### src/rtl/core/hmbs_pkg.sv
// shared types and constants for the heightmap bilinear sampler
// no dependencies
`timescale 1ns / 1ps

package hmbs_pkg;

  localparam int MAX_SIDE_DEF  = 128;
  localparam int FRAC_BITS_DEF = 8;
  localparam int HEIGHT_W      = 32;
  localparam int COORD_W       = 24;
  localparam int SIDE_W        = 8;
  localparam int ACTION_W      = 2;
  localparam int SIDE_RESET    = 65;
  localparam int SIDE_MIN      = 2;

  localparam logic [ACTION_W-1:0] ACT_WRITE  = 2'd0;
  localparam logic [ACTION_W-1:0] ACT_READ   = 2'd1;
  localparam logic [ACTION_W-1:0] ACT_SAMPLE = 2'd2;

  typedef struct packed {
    logic feed;
    logic clr;
  } mac_ctl_t;

  typedef struct packed {
    logic we;
    logic re;
  } mem_ctl_t;

endpackage

### src/rtl/core/hmbs_mac.sv
// shared multiply-accumulate unit: registered product, then accumulator
// depends on hmbs_pkg
`timescale 1ns / 1ps

module hmbs_mac
  import hmbs_pkg::*;
#(
  parameter int FRAC_BITS = FRAC_BITS_DEF,
  parameter int AW_A      = HEIGHT_W + FRAC_BITS + 1,
  parameter int ACCW      = AW_A + FRAC_BITS + 1
) (
  input  logic                   clk_i,
  input  logic                   rst_ni,
  input  mac_ctl_t               ctl_i,
  input  logic signed [AW_A-1:0] a_i,
  input  logic [FRAC_BITS:0]     w_i,
  output logic signed [ACCW-1:0] acc_o
);

  localparam int PW = AW_A + FRAC_BITS + 2;

  logic signed [PW-1:0]     prod_full;
  logic signed [ACCW-1:0]   prod_q;
  logic                     v1_q;
  logic                     clr1_q;
  logic signed [ACCW-1:0]   acc_q;

  assign prod_full = a_i * $signed({1'b0, w_i});

  always_ff @(posedge clk_i or negedge rst_ni) begin
    if (!rst_ni) begin
      v1_q   <= 1'b0;
      clr1_q <= 1'b0;
    end else begin
      v1_q   <= ctl_i.feed;
      clr1_q <= ctl_i.clr;
    end
  end

  always_ff @(posedge clk_i) begin
    if (ctl_i.feed) begin
      prod_q <= prod_full[ACCW-1:0];
    end
    if (v1_q) begin
      acc_q <= (clr1_q ? '0 : acc_q) + prod_q;
    end
  end

  assign acc_o = acc_q;

endmodule

### config.mk
export PLATFORM = sky130hd
export DESIGN_NAME = hmbs_mac
export DESIGN_NICKNAME = d
export VERILOG_FILES = /design/src/rtl/core/hmbs_pkg.sv /design/src/rtl/core/hmbs_mac.sv
export SDC_FILE = /design/constraint.sdc
export NUM_CORES = 1
export LEC_CHECK = 0
export BUFFER_PORTS_ARGS = -buffer_cell sky130_fd_sc_hd__buf_2
export CORE_AREA = 8 8 178 180
export DETAILED_ROUTE_END_ITERATION = 10
export DIE_AREA = 0 0 186 188
export PLACE_DENSITY = 0.83
export SKIP_CTS_REPAIR_TIMING = 1
export SYNTH_ARGS = -nofsm -noshare
export SYNTH_HDL_FRONTEND = slang
export SYNTH_SLANG_ARGS = --single-unit
### constraint.sdc
create_clock -name clk_i -period 5.6 [get_ports clk_i]
set_clock_uncertainty 0.15 [all_clocks]
set_input_delay 0.56 -clock clk_i [delete_from_list [all_inputs] [get_ports clk_i]]
set_output_delay 0.56 -clock clk_i [all_outputs]
set_load 0.1 [all_outputs]
# Yosys cells after proc, flatten, opt, wreduce, memory -nomap -nowiden
# Cells that the tools add are included.
[word_totals] in_bits=54 regBits=102
[classes] n_addsub=1 n_mul=1 muxes=1
[ops] op="50-bit adder" n=1
[ops] op="41-bit by 10-bit multiplier with 50-bit output" n=1
[ops] op="50-bit 2-to-1 mux" n=1

# Longest topological paths before layout
[depth] ltp_word=2 mapped_depth=23

# Least setup slack after synthesis
# OpenSTA, ideal clock, no wires.
[synth_path] path_type="input -> register" startpoint="in w_i[1]" endpoint="reg prod_q[47] (data pin)" n_path_buf=1 t_required_ns=5.192 stages=21 arrival_time_ns=5.597 path_slack_ns=-0.405 cell_sequence="clkbuf_1 -> nand2_1 -> fa_1 -> inv_1 -> fa_1 -> fa_1 -> fa_1 -> inv_1 -> fa_1 -> inv_1 -> ha_1 -> a21o_1 -> a21o_1 -> a21o_1 -> o2111ai_2 -> a31oi_1 -> a221oi_2 -> o21ai_1 -> a31o_1 -> a41oi_2 -> xnor2_1"
[synth_via] elab_chain_cells=1
[synth_lines] item="start: declaration" line="hmbs_mac.sv:16" rtl="input logic [FRAC_BITS:0] w_i,"
[synth_lines] item="41-bit by 10-bit multiplier with 50-bit output" line="hmbs_mac.sv:28" rtl="assign prod_full = a_i * $signed({1'b0, w_i});"
[synth_lines] item="named net prod_full[47]" line="hmbs_mac.sv:22" rtl="logic signed [PW-1:0] prod_full;"
[synth_lines] item="end signal: assignment" line="hmbs_mac.sv:42" rtl="prod_q <= prod_full[ACCW-1:0];"
[synth_lines] item="end: declaration" line="hmbs_mac.sv:23" rtl="logic signed [ACCW-1:0] prod_q;"
# The timed path passes the listed nets, and every way through them passes these cells.
# A chain may end at the register's enable or synchronous reset.

# Worst setup path in the final report
[layout_path] startpoint="in w_i[2]" endpoint="reg prod_q[39] (data pin)"
# Same word-level chain as after synthesis.

==> flow_summary.toml <==
[outcome]
status = "finished with violations"
violations = "setup timing"

[timing]
rsz0062_at_grt = "yes"
setup_viol = 9
setup_slack_ps = -273.5
worst_pin_slew_ps = 1141
finalCritPeriodShare_pct = 104.9
maxSlewViolCount = 0
max_freq_ghz = 0.1703
hold_slack_ps = 186.4
relSlewSlack_pct = 23.95
post-route-min-period_ps = 5873
hold_viol_final = 0

[route]
ant_nets = 0
drtIter0Drc = 1432
dr.pass1.iters = 5
num_vias = 15240
drt-total-wl_mm = 49.36
routedWlPerCell_um = 18.46
via_per_inst = 5.699
drc = 0

[global_routing]
grt_pass1_wl_mm = 76.41
grt_pass1_vias = 16000
antenna_found_initial = 1
grt_max_degree = 52
track_usage_pct = 26.67
grt_overflow = 0

[critical_path]
critPathLaunchType = "input pin"
path_common_cell = "fa_1"
critical-path-max-stage-delay_ps = 510
worst_setup_path_end_kind = "flip-flop"
crit_slowest_cell = "fa_1"
crit_fanout = 6
worstSetupPathType = "input pin to flip-flop"
arrival_ps = 5820
crit_required_ps = 5540
path_cells = "buf_12, buf_12, buf_4, nand2_1, fa_1, inv_1, fa_1, fa_1, fa_1, inv_1, fa_1, inv_1, ha_1, a21o_1, a31o_2, nor3_2, a31oi_4, a221oi_4, o21ai_2, a31o_1, buf_4, xor2_1"

[yosys]
netlist_area_mm2 = 0.01839
syn-num-nets = 2463
synth_edf_count = 100
synth_mux_area_share_pct = 0
synthAdderAreaFrac_pct = 42.53
syn_avg_cell_area_um2 = 9.377
synth_top_family_by_area = "adder cells"
ys_ff_latch = 102
synthFlopType = "edfxtp_1"
synth-compound-area-share_pct = 10.74
synth.yosys.seq_area_share_pct = 16.60
synth_warnings = 0
async_flop_share_pct = 1.961
syn_inst = 1961
synth-simple-area-share_pct = 17.47
ys_types = 65
yosys.area_share.xor_xnor_pct = 4.763

[die]
die_y_um = 188
rows = 63
initial_core_util_pct = 63.39
io_pins = 104
die_area_mm2 = 0.03497
die_w_um = 186
core_mm2 = 0.02901

[final_layout]
final_core_util_pct = 76.86
drive_gt1_share_pct = 21.85
syn_to_final_growth_pct = 21.25
n_antenna_cell = 0
layout.nets = 2781
fill_cells = 1896

[worst_hold_path]
hold_class = "input pin to flip-flop"

[clock_tree]
htreeDepth = 3
cts_made_buffers = 9
clk_pin_slew_ps = 70
clock-sinks = 102
cts_max_path_buffers = 2
clk_latency_ps = 340
cts_tree = "yes"
cts_root_buf = "clkbuf_16"

[place]
dpl.hpwl_mm = 38.21
routabilityCongestion = 0.9253
numPortBuffers = 103

[job]
maxCapViolations = 0
registers in the layout, indices dropped and copies added, names as in the netlist:
name	cells
acc_o	50
prod_q	50
clr1_q	1
v1_q	1
Yosys cell counts, types with 3 or more instances:
master       n  share of area [%]
o21a_1       7               0.29
nand2_1    224                4.6
o31ai_1      3               0.12
nor3_1      12               0.33
nand3_1     22               0.60
and3_1      12               0.41
a21o_1      57                2.3
nor2_1      46               0.94
o21ai_0     42                1.1
o211ai_1     5               0.20
xnor2_1     66                3.1
edfxtp_1   100                 16
inv_1      316                6.5
ha_1       153                 10
xor2_1      34                1.6
a31oi_1     12               0.41
a21oi_2      4               0.19
o21ai_1     10               0.27
o21bai_1    12               0.49
a31o_2       7               0.33
a41oi_1      3               0.14
clkbuf_1    67                1.4
a21oi_1     99                2.7
a221o_1      3               0.16
fa_1       295                 32
and2_1     204                6.9
nor2b_1     63                2.1
nand4_1     18               0.61
buf_2        3              0.082
or3_1        3               0.10
nand2b_1    10               0.34
o2111ai_1    5               0.24
final timing paths:
check | startpoint | end | slack, ps | cells past startpoint
worst max register to register | clr1_q | acc_o[49] | 1580 | 13
worst max-delay path | w_i[2] | prod_q[39] | -270 | 22
worst min-delay path | ctl_i[0] | clr1_q | 190 | 1
max in group asynchronous | rst_ni | v1_q | 4820 | 2
min in group asynchronous | rst_ni | v1_q | 370 | 2
worst min register to register | prod_q[0] | acc_o[0] | 430 | 1
metal layers:
metal | global-route usage (%) | wire [um] | part of all wire (%)
met1 | 36.72 | 20150 | 41
met3 | 3.290 | 4110 | 8.3
met2 | 44.52 | 23740 | 48
met5 | 0 | 9 | 0.018
met4 | 5.987 | 1347 | 2.7
worst max-delay path, delay by kind of cell:
| family | cells | cell delay [ps] |
|---|---|---|
| compound gates | 6 | 1320 |
| xor+xnor | 1 | 140 |
| fa+ha+maj | 6 | 2800 |
| buf+inv | 7 | 690 |
| simple gates | 2 | 300 |
cell type report:
class / count / area [um2] / area share, %
Clock inverter: 7 / 58.81 / 0.2637
Timing Repair Buffer: 377 / 2950 / 13.23
Multi-Input combinational cell: 1473 / 14330 / 64.29
Clock buffer: 9 / 225.2 / 1.010
Inverter: 316 / 1186 / 5.320
Tap cell: 390 / 488.0 / 2.189
Sequential cell: 102 / 3054 / 13.70
cells in the final DEF, fill, tap and decap left out, types with 35 or more instances in the layout:
master / n
a21o_1: 57
a21oi_1: 87
and2_1: 198
buf_2: 82
buf_4: 251
edfxtp_1: 100
fa_1: 287
ha_1: 140
inv_1: 305
nand2_1: 214
nor2_1: 44
nor2b_1: 63
o21ai_0: 35
xnor2_1: 64
kinds of logic after synthesis:
| group | Yosys count |
|---|---|
| buffers and inverters | 386 |
| adders and majority gates | 448 |
| xor gates and xnor gates | 100 |
| DFF | 102 |
| AOI/OAI and AO/OA | 300 |
| and+or+nand+nor | 625 |
metrics by stage:
step                      area [um2]  setup TNS (ps)  setup WS, ps  std cells
after global routing           22300           -3751        -387.8       2674
final                          22300           -1363        -273.5       2674
after global placement         21300          -10090        -671.3       2638
after floorplan                18750          -235.0        -97.35       1961
after CTS                      21580           -3530        -436.8       2654
after detailed placement       21300          -13270        -801.8       2638
Power is not shown: default switching activity piles up to over one toggle a cycle in this logic, so the estimate is an artifact.
